`src/design/rc4_key_schedule_assert.svh`:
```
// Assertion macros shared by the RC4 key schedule RTL.
`ifndef RC4_KEY_SCHEDULE_ASSERT_SVH
`define RC4_KEY_SCHEDULE_ASSERT_SVH

// The consequent must hold in the same cycle as the antecedent.
`define RC4KS_ASSERT_NOW(lbl, ck, rst_n, ante, cons) \
	lbl: assert property (@(posedge ck) disable iff (!rst_n) (ante) |-> (cons)) \
		else $error("rc4_key_schedule: same-cycle check failed");

// The consequent must hold in the cycle after the antecedent.
`define RC4KS_ASSERT_NEXT(lbl, ck, rst_n, ante, cons) \
	lbl: assert property (@(posedge ck) disable iff (!rst_n) (ante) |=> (cons)) \
		else $error("rc4_key_schedule: next-cycle check failed");

`endif

```
`src/design/rc4ks_pkg.sv`:
```
package rc4ks_pkg;

	// Size of the permutation and of its output framing.
	localparam int unsigned PERM_SIZE  = 256;
	localparam int unsigned WORD_COUNT = 64;

	// One key byte transaction.
	typedef struct packed {
		logic [7:0] key_byte;
		logic       key_last;
	} key_in_t;

	// One permutation word transaction.
	typedef struct packed {
		logic [31:0] sbox_word;
		logic [5:0]  word_index;
		logic        last_word;
		logic        key_overflow;
	} sbox_out_t;

endpackage

```
`src/design/rc4_key_schedule.sv`:
```
// RC4 key schedule. Key bytes are taken one per cycle on the key channel, the
// byte flagged key_last closing the key; bytes beyond MAX_KEY_BYTES are dropped
// and reported through key_overflow on every output word. After the last byte
// the block stalls its input while it fills the 256-entry permutation with the
// identity, runs the 256 mixing steps, each as a read of entry i, a read of
// entry j, a write of entry i and a write of entry j, and sends the permutation
// as 64 words of four bytes, lowest entry in bits 7:0, reading the bytes one at
// a time and holding each word while the output is stalled. This sequencing comes
// from the permutation memory having a single read port and a single write port,
// so each swap needs two reads and two writes in sequence.
`include "rc4_key_schedule_assert.svh"

module rc4_key_schedule
	import rc4ks_pkg::*;
#(
	parameter int unsigned MAX_KEY_BYTES = 32
) (
	input  logic      clk,
	input  logic      arst_n,
	input  logic      key_valid,
	output logic      key_stall,
	input  key_in_t   key_data,
	output logic      sbox_valid,
	input  logic      sbox_stall,
	output sbox_out_t sbox_data
);

	localparam int unsigned KAW = (MAX_KEY_BYTES > 1) ? $clog2(MAX_KEY_BYTES) : 1;
	localparam int unsigned CW  = $clog2(MAX_KEY_BYTES + 1);

	typedef enum logic [3:0] {
		ST_IDLE,
		ST_FILL,
		ST_RD_I,
		ST_RD_J,
		ST_WR_I,
		ST_WR_J,
		ST_EMIT_RD,
		ST_EMIT_CAP,
		ST_OUT
	} state_t;

	state_t          state_q;
	logic [7:0]      idx_q;
	logic [7:0]      j_q;
	logic [KAW-1:0]  k_q;
	logic [7:0]      si_q;
	logic [31:0]     word_q;
	logic [CW-1:0]   count_q;
	logic            ovf_q;
	logic            out_valid_q;
	sbox_out_t       out_q;

	logic            perm_we;
	logic [7:0]      perm_waddr;
	logic [7:0]      perm_wdata;
	logic            perm_re;
	logic [7:0]      perm_raddr;
	logic [7:0]      perm_rdata;
	logic            key_we;
	logic [KAW-1:0]  key_waddr;
	logic            key_re;
	logic [7:0]      key_rdata;
	logic [7:0]      j_sum;
	logic            key_room;
	logic            key_accept;
	logic            k_wrap;

	// Handshake and key intake conditions.
	assign key_stall  = (state_q != ST_IDLE);
	assign key_accept = key_valid && !key_stall;
	assign key_room   = (count_q < CW'(MAX_KEY_BYTES));
	assign k_wrap     = (k_q == KAW'(count_q - CW'(1)));
	assign key_waddr  = count_q[KAW-1:0];

	// New j from the entry at i and the key byte at i mod length.
	assign j_sum = j_q + perm_rdata + key_rdata;

	// Memory port control for each phase of the schedule.
	always_comb begin
		perm_we    = 1'b0;
		perm_waddr = idx_q;
		perm_wdata = idx_q;
		perm_re    = 1'b0;
		perm_raddr = idx_q;
		key_we     = 1'b0;
		key_re     = 1'b0;
		case (state_q)
			ST_IDLE: begin
				key_we = key_accept && key_room;
			end
			ST_FILL: begin
				perm_we = 1'b1;
			end
			ST_RD_I: begin
				perm_re = 1'b1;
				key_re  = 1'b1;
			end
			ST_RD_J: begin
				perm_re    = 1'b1;
				perm_raddr = j_sum;
			end
			ST_WR_I: begin
				perm_we    = 1'b1;
				perm_wdata = perm_rdata;
			end
			ST_WR_J: begin
				perm_we    = 1'b1;
				perm_waddr = j_q;
				perm_wdata = si_q;
			end
			ST_EMIT_RD: begin
				perm_re = 1'b1;
			end
			default: begin
			end
		endcase
	end

	rc4ks_ram #(
		.WIDTH (8),
		.DEPTH (PERM_SIZE)
	) u_perm_ram (
		.clk   (clk),
		.we    (perm_we),
		.waddr (perm_waddr),
		.wdata (perm_wdata),
		.re    (perm_re),
		.raddr (perm_raddr),
		.rdata (perm_rdata)
	);

	rc4ks_ram #(
		.WIDTH (8),
		.DEPTH (MAX_KEY_BYTES)
	) u_key_ram (
		.clk   (clk),
		.we    (key_we),
		.waddr (key_waddr),
		.wdata (key_data.key_byte),
		.re    (key_re),
		.raddr (k_q),
		.rdata (key_rdata)
	);

	// Sequencer: intake, identity fill, mixing swaps and word output.
	always_ff @(posedge clk or negedge arst_n) begin
		if (!arst_n) begin
			state_q     <= ST_IDLE;
			idx_q       <= '0;
			j_q         <= '0;
			k_q         <= '0;
			si_q        <= '0;
			word_q      <= '0;
			count_q     <= '0;
			ovf_q       <= 1'b0;
			out_valid_q <= 1'b0;
			out_q       <= '0;
		end else begin
			case (state_q)
				ST_IDLE: begin
					if (key_accept) begin
						if (key_room) begin
							count_q <= count_q + CW'(1);
						end else begin
							ovf_q <= 1'b1;
						end
						if (key_data.key_last) begin
							idx_q   <= '0;
							state_q <= ST_FILL;
						end
					end
				end
				ST_FILL: begin
					idx_q <= idx_q + 8'd1;
					if (idx_q == 8'hFF) begin
						j_q     <= '0;
						k_q     <= '0;
						state_q <= ST_RD_I;
					end
				end
				ST_RD_I: begin
					state_q <= ST_RD_J;
				end
				ST_RD_J: begin
					si_q    <= perm_rdata;
					j_q     <= j_sum;
					state_q <= ST_WR_I;
				end
				ST_WR_I: begin
					state_q <= ST_WR_J;
				end
				ST_WR_J: begin
					idx_q <= idx_q + 8'd1;
					k_q   <= k_wrap ? '0 : k_q + KAW'(1);
					if (idx_q == 8'hFF) begin
						state_q <= ST_EMIT_RD;
					end else begin
						state_q <= ST_RD_I;
					end
				end
				ST_EMIT_RD: begin
					state_q <= ST_EMIT_CAP;
				end
				ST_EMIT_CAP: begin
					word_q[{idx_q[1:0], 3'b000} +: 8] <= perm_rdata;
					if (idx_q[1:0] == 2'd3) begin
						out_q.sbox_word    <= {perm_rdata, word_q[23:0]};
						out_q.word_index   <= idx_q[7:2];
						out_q.last_word    <= (idx_q == 8'hFF);
						out_q.key_overflow <= ovf_q;
						out_valid_q        <= 1'b1;
						state_q            <= ST_OUT;
					end else begin
						idx_q   <= idx_q + 8'd1;
						state_q <= ST_EMIT_RD;
					end
				end
				ST_OUT: begin
					if (!sbox_stall) begin
						out_valid_q <= 1'b0;
						idx_q       <= idx_q + 8'd1;
						if (out_q.last_word) begin
							count_q <= '0;
							ovf_q   <= 1'b0;
							state_q <= ST_IDLE;
						end else begin
							state_q <= ST_EMIT_RD;
						end
					end
				end
				default: begin
					state_q <= ST_IDLE;
				end
			endcase
		end
	end

	assign sbox_valid = out_valid_q;
	assign sbox_data  = out_q;

	// A word on the output means the input side is held off.
	`RC4KS_ASSERT_NOW(a_out_blocks_in, clk, arst_n, sbox_valid, key_stall)
	// The key length never exceeds the store.
	`RC4KS_ASSERT_NOW(a_count_range, clk, arst_n, 1'b1, count_q <= CW'(MAX_KEY_BYTES))
	// A final key byte always starts the schedule.
	`RC4KS_ASSERT_NEXT(a_last_starts, clk, arst_n, key_accept && key_data.key_last,
		key_stall && !sbox_valid)
	// Taking the final word returns the block to key intake with a clear count.
	`RC4KS_ASSERT_NEXT(a_last_word_done, clk, arst_n,
		sbox_valid && !sbox_stall && sbox_data.last_word,
		!key_stall && !sbox_valid && (count_q == '0))

endmodule

```
`src/design/rc4ks_ram.sv`:
```
module rc4ks_ram #(
	parameter int unsigned WIDTH = 8,
	parameter int unsigned DEPTH = 256,
	localparam int unsigned AW = (DEPTH > 1) ? $clog2(DEPTH) : 1
) (
	input  logic             clk,
	input  logic             we,
	input  logic [AW-1:0]    waddr,
	input  logic [WIDTH-1:0] wdata,
	input  logic             re,
	input  logic [AW-1:0]    raddr,
	output logic [WIDTH-1:0] rdata
);

	logic [WIDTH-1:0] mem_q [DEPTH];
	logic [WIDTH-1:0] rdata_q;

	// Single write port; the registered read returns the old contents in the next cycle.
	always_ff @(posedge clk) begin
		if (we) begin
			mem_q[waddr] <= wdata;
		end
		if (re) begin
			rdata_q <= mem_q[raddr];
		end
	end

	assign rdata = rdata_q;

endmodule

```
`config.mk`:
```
export PLATFORM = sky130hd
export DESIGN_NAME = rc4_key_schedule
export DESIGN_NICKNAME = d
export VERILOG_FILES = /design/src/design/rc4ks_pkg.sv /design/src/design/rc4_key_schedule.sv /design/src/design/rc4ks_ram.sv
export VERILOG_INCLUDE_DIRS = /design/src /design/src/design
export SDC_FILE = /design/constraint.sdc
export NUM_CORES = 2
export LEC_CHECK = 0
export BUFFER_PORTS_ARGS = -buffer_cell sky130_fd_sc_hd__buf_2
export CAP_MARGIN = 10
export CORE_ASPECT_RATIO = 1.2
export CORE_MARGIN = 5
export CORE_UTILIZATION = 50
export CTS_CLUSTER_SIZE = 20
export DETAILED_ROUTE_END_ITERATION = 10
export PLACE_DENSITY = 0.62
export REMOVE_ABC_BUFFERS = 1
export SLEW_MARGIN = 5
export SYNTH_ARGS = -nofsm -noshare
export SYNTH_HDL_FRONTEND = slang
export SYNTH_SLANG_ARGS = --single-unit
```
`constraint.sdc`:
```
create_clock -name clk -period 11.5 [get_ports clk]
set_input_delay 0.575 -clock clk [delete_from_list [all_inputs] [get_ports clk]]
set_output_delay 0.575 -clock clk [all_outputs]
set_load 0.05 [all_outputs]
```
# Word-level counts from Yosys, hierarchy flattened
# Memory sizes are Yosys's and may differ from the RTL's. A register that Yosys moved wholly into a read port is not among the register bits.
# Index checks and enable logic that the tools add are counted.
[word_totals]
ff_bits = 113
mem_bits_rw = 2304
inputBits = 13
out_inout_bits = 42
wordCells = 109
mem_count = 2
[mem_list]
columns = ["memory", "words", "word_bits", "rd", "rd_clocked_by_memory_dff", "wr", "line_no", "source"]
rows = [
  ["u_perm_ram.mem_q", 256, 8, 1, 1, 1, "rc4ks_ram.sv:15", "logic [WIDTH-1:0] mem_q [DEPTH];"],
  ["u_key_ram.mem_q", 32, 8, 1, 1, 1, "rc4ks_ram.sv:15", ""],
]
[classes]
add_sub_neg = 7
n_lt_le_gt_ge = 1
n_eq_ne = 20
n_shift = 2
n_mux = 43
reduce_logical = 21
[ops]
columns = ["operator", "n"]
rows = [
  ["2-to-1 mux 8 bit", 7],
  ["one-hot mux 4 bit (9 select lines)", 1],
  ["bitwise mux 32 bit", 1],
  ["one-hot mux 8 bit (2 select lines)", 2],
  ["one-hot mux 8 bit (4 select lines)", 1],
  ["variable shift 8 x 7 -> 32 bit (first input constant)", 1],
  ["indexed part select 8 x 7 -> 32 bit", 1],
  ["2-to-1 mux 6 bit", 4],
  ["2-to-1 mux 4 bit", 5],
  ["!= test 2 bit (second input constant)", 9],
  ["adder 8 bit", 2],
  ["equality test 4 x 3 -> 1 bit (second input constant)", 4],
  ["AND reduction 5 bit", 3],
  ["2-to-1 mux 1 bit", 14],
  ["one-hot mux 6 bit (2 select lines)", 1],
  ["2-to-1 mux 5 bit", 2],
  ["one-hot mux 5 bit (2 select lines)", 1],
  ["adder 8 x 1 -> 8 bit (second input constant)", 1],
  ["equality test 4 x 2 -> 1 bit (second input constant)", 2],
  ["equality test 8 bit (second input constant)", 1],
  ["nonzero test 2 bit", 4],
  ["nonzero test 4 bit", 2],
  ["negator 5 -> 7 bit", 1],
  ["adder 6 x 1 -> 6 bit (second input constant)", 1],
  ["other kinds (17)", 23],
]

# Logic depth before layout (Yosys ltp)
[logic_depth]
depth_word = 7
ltp_mapped = 17

# Cells and area by module
# A second synthesis with hierarchy kept.
[hier_totals]
cells_unflattened = 4759
area_unflattened_um2 = 95235.1
[modules_own_cells]
columns = ["module", "instances", "cells_each", "area_each_um2", "seq_area_each_um2"]
rows = [
  ["rc4ks_ram at u_perm_ram", 1, 3733, 79636.4, 61739.2],
  ["rc4ks_ram at u_key_ram", 1, 417, 10133.5, 7927.6],
  ["rc4_key_schedule", 1, 609, 5465.2, 2627.5],
]

# Worst setup path before layout
# OpenSTA, ideal clock, no wires.
[synth_path]
path_type = "reg2reg"
from = "register state_q[3]"
to = "memory u_perm_ram.mem_q[0][5], data pin"
setup_ns = 1.579
t_arrival_ns = 8.226
t_required_ns = 9.921
setup_slack_ns = 1.694
stages_incl_launch_ff = 8
cell_sequence = "dfrtp_1 -> buf_2 -> nor2_1 -> and2_1 -> clkbuf_1 -> clkbuf_1 -> nor2_1 -> a21oi_1"
[synth_via]
elab_chain_cells = 2
elab_cells_between_ends = 3
cone_classes = "eq/ne (2); mux (1)"
[synth_lines]
columns = ["item", "line_no", "source"]
rows = [
  ["from (decl)", "rc4_key_schedule.sv:43", "state_t state_q;"],
  ["from (signal assigned)", "rc4_key_schedule.sv:149", "state_q <= ST_IDLE;"],
  ["from (signal assigned)", "rc4_key_schedule.sv:170", "state_q <= ST_FILL;"],
  ["from (signal assigned)", "rc4_key_schedule.sv:179", "state_q <= ST_RD_I;"],
  ["equality test 4 x 3 -> 1 bit", "rc4_key_schedule.sv:88", "case (state_q)"],
  ["one-hot mux 8 bit (2 select lines) (*)", "rc4_key_schedule.sv:88", ""],
  ["named net perm_wdata[5]", "rc4_key_schedule.sv:56", "logic [7:0] perm_wdata;"],
  ["to (decl)", "rc4ks_ram.sv:15", ""],
]
# The timed path passes the listed nets; every way through them passes the cells marked *.

# Worst setup path in the final report
[layout_path]
from = "register u_perm_ram.rdata_q[1] (netlist: u_perm_ram.rdata[1]) (read register of u_perm_ram.mem_q)"
to = "register u_perm_ram.rdata_q[1] (netlist: u_perm_ram.rdata[1]) (read register of u_perm_ram.mem_q), data pin"
[layout_via]
elab_chain_cells = 3
[layout_lines]
columns = ["item", "line_no", "source"]
rows = [
  ["from (decl)", "rc4ks_ram.sv:16", "logic [WIDTH-1:0] rdata_q;"],
  ["adder 8 bit (2 in a row)", "rc4_key_schedule.sv:77", "assign j_sum = j_q + perm_rdata + key_rdata;"],
  ["2-to-1 mux 8 bit", "rc4_key_schedule.sv:88", ""],
]
# No other way between the ends.
# A chain may end at the register's enable or synchronous reset.

==> out/metrics.yaml <==
logic_synthesis:
  synth_top_family_by_area: "simple AND/OR/NAND/NOR gates"
  synthFlopType: "edfxtp_1"
  synth_top_area_frac: 0.722
  syn_inst: 6102
  synth_xor_xnor_area_share: 0.00127
  synthTopCellsByCount: "2320 x edfxtp_1, 1188 x nand2_1, 373 x nor2_1, 336 x nand3_1, 235 x mux4_2"
  synth_compound_area_frac: 0.0488
  synth_largest_area_cell: "edfxtp_1"
  synth.yosys.seq_area_share: 0.749
  synth-edff-count: 2320
  synth_simple_gate_area_frac: 0.0898
  synth-seq-cells: 2425
  syn_avg_cell_area_um2: 15.8
  async_flop_share: 0.0433
  synth_warnings: 0
  synthTopCellsByArea: "edfxtp_1 72%, mux4_2 5.5%, nand2_1 4.6%, dfrtp_1 2.7%, mux2i_1 2.0%"
  yosysMostFrequentCell: "edfxtp_1"
  synthMuxAreaShare: 0.0844
  synth_fa_ha_area_frac: 0.00386
  synth_area_um2: 96500
  synth_cell_types: 83
clocking:
  cts.sinks: 2425
  clkTransAtPathRegs_ns: 0.06
  cts_tree: "built"
  cts_max_level: 4
  clk_path_buf_depth: 3
  cts_resized: 0
  cts_root_buffer: "clkbuf_16"
  clk_latency_ns: 0.89
  cts_inserted_buffers: 227
sta:
  setup_violations: 0
  fin_crit_ns: 6.61
  slew-limit-headroom: 0.123
  period_share: 0.575
  fmax_mhz: 151
  worst_pin_slew_ns: 1.31
  worst_clock_skew_ns: 0.0378
  whs_ns: 0.141
  layout_setup_ws_ns: 4.89
  final_hold_viol_count: 0
  grt_setup_unrepaired: "false"
  finalMaxSlewViolations: 0
place:
  gp_congestion: 0.862
  port_buffers: 54
  hpwl_mm: 163
  dp_slack_ns: 5.14
  placed_cells: 8503
grt:
  grt_usage: 0.274
  overflow: 0
  grt_max_degree: 230
  grt_pass1_vias: 55200
  grt_first_pass_wirelength_mm: 401
  antenna_found_initial: 8
detailed_routing:
  drt_iter0_markers: 7069
  avgViaCountPerCell: 6.34
  ant_nets: 0
  drc: 0
  wire_per_inst_um: 31.4
  first_pass_iters: 8
  drt-total-wl_mm: 281
  vias: 56600
worst_setup_path:
  crit_path_end_kind: "flip-flop"
  critPathTopFamily: "simple AND/OR/NAND/NOR gates"
  startpoint_type: "flip-flop"
  crit_top_cell: "inv_1"
  required_ns: 12.04
  crit_arrival_ns: 7.15
  path_buf_inv: 5
  crit_path_max_fanout: 85
  path_cells: "inv_1 > fa_1 > inv_1 > ha_1 > inv_1 > fa_1 > mux2i_4 > buf_12 > nor2_4 > buf_4 > nand3_1 > o311ai_1 > o22ai_1 > nor3_1 > nor4b_1 > nor4_1"
  critPathSlowestCell: "nor4b_1"
  slowest_delay_ns: 0.99
  crit_type: "reg2reg"
floorplan:
  fp-row-count: 176
  die_h_um: 491
  die_w_um: 411
  core_area_um2: 192000
  io_pins: 55
  die_area_um2: 202000
  start_util: 0.503
min_path:
  hold_path_class: "in2async"
final_layout:
  fin_nets: 6193
  stdcell_count: 8923
  drive_above_1_share: 0.135
  fillCellCount: 14900
  area.growth.synth_to_final_pct: 10.6
power_and_ir_drop:
  pwr_density_cell_nw_per_um2: 262
  vdd_drop_max_v: 0.000257
  p_leak_nw: 35.1
run:
  drv_cap: 0
run_status:
  status: "complete, no violations"
## worst paths after layout
path,endpoint,slack [ns],from,cells after the start
worst min-delay path,sbox_data[27],0.14,arst_n,2
min in group clk,state_q[1],0.21,key_data[0],4
worst min register to register,si_q[7],0.48,si_q[7],2
worst max register to register,u_perm_ram.rdata[1],4.89,u_perm_ram.rdata[1],16
max in group asynchronous,k_q[0],9.88,arst_n,3
worst max-delay path,u_perm_ram.rdata[1],4.89,u_perm_ram.rdata[1],16
## per-stage QoR
stage / area (µm²) / TNS [ns] / utilization / total power, W
after global placement: 99500 / 0 / 0.519 / 0.0205
final: 107000 / 0 / 0.556 / 0.0280
after CTS: 107000 / 0 / 0.556 / 0.0279
after detailed placement: 99500 / 0 / 0.519 / 0.0206
after global routing: 107000 / 0 / 0.556 / 0.0288
after floorplan: 94400 / -56.01 / - / 0.0173
## metal layers
metal | vias to the layer above | track usage | routed length [µm]
met5 | - | 0 | 57
met2 | 3278 | 0.427 | 131000
li1 | 23600 | - | -
met3 | 663 | 0.0547 | 27800
met1 | 29000 | 0.377 | 107000
met4 | 8 | 0.130 | 14500
## flip-flops by register name, indices dropped and copies added (netlist names)
register and cells:
si_q 8, word_q 24, ovf_q 1, u_key_ram.mem_q 256, sbox_valid 1, sbox_data 40, k_q 5, j_q 8
u_perm_ram.mem_q 2048, count_q 6, state_q 4, u_key_ram.rdata 8, u_perm_ram.rdata 8, idx_q 8
## placed cells by master, fill, tap and decap left out, drive strengths merged, types with 7 or more instances in the layout
master	instances
mux2i	195
inv	27
o31ai	17
nand2b	10
nand4	59
xor2	7
bufinv	18
a211oi	7
nand3b	9
a32oi	142
ha	17
o22ai	25
a21oi	140
nor2	378
mux2	50
a2111oi	7
clkbuf	285
nor4	19
xnor2	7
o211ai	8
and3	19
clkinvlp	7
o2111ai	10
dfrtp	105
buf	194
nand2	1188
nor3	12
nand3	336
a31oi	94
mux4	247
o21ai	101
fa	8
clkinv	93
a22oi	66
edfxtp	2320
a221oi	20
a311oi	9
## layout make-up
class,count,area [µm²],share of cell area
antenna,5,12.5,0.000117
inverter,19,71.3,0.000668
clock buffer,285,6050,0.0566
multi-input combinational,3285,22400,0.210
sequential,2425,72300,0.677
timing repair buffer,197,1540,0.0144
clock inverter,126,1140,0.0107
tap,2581,3230,0.0303
## logic make-up after synthesis
group / after synthesis
compound gates: 685
xor+xnor: 14
simple gates: 2069
flops: 2425
fa+ha+maj: 25
buf+inv: 392
mux: 492
## timing repair
action / 4_1_cts / 5_1_grt
hold endpoints to repair: 28 / 0
endpoints found under the setup margin: 0 / 0
hold buffers: 3 / 0
setup buffers: 0 / 0
## power by group
| part | switching, W | total [W] | internal (W) |
|---|---|---|---|
| sequential | 0.000165 | 0.0108 | 0.0106 |
| clock | 0.00326 | 0.00737 | 0.00411 |
| combinational | 0.00711 | 0.00983 | 0.00272 |
Note: power is estimated with default switching activity, not from simulation.
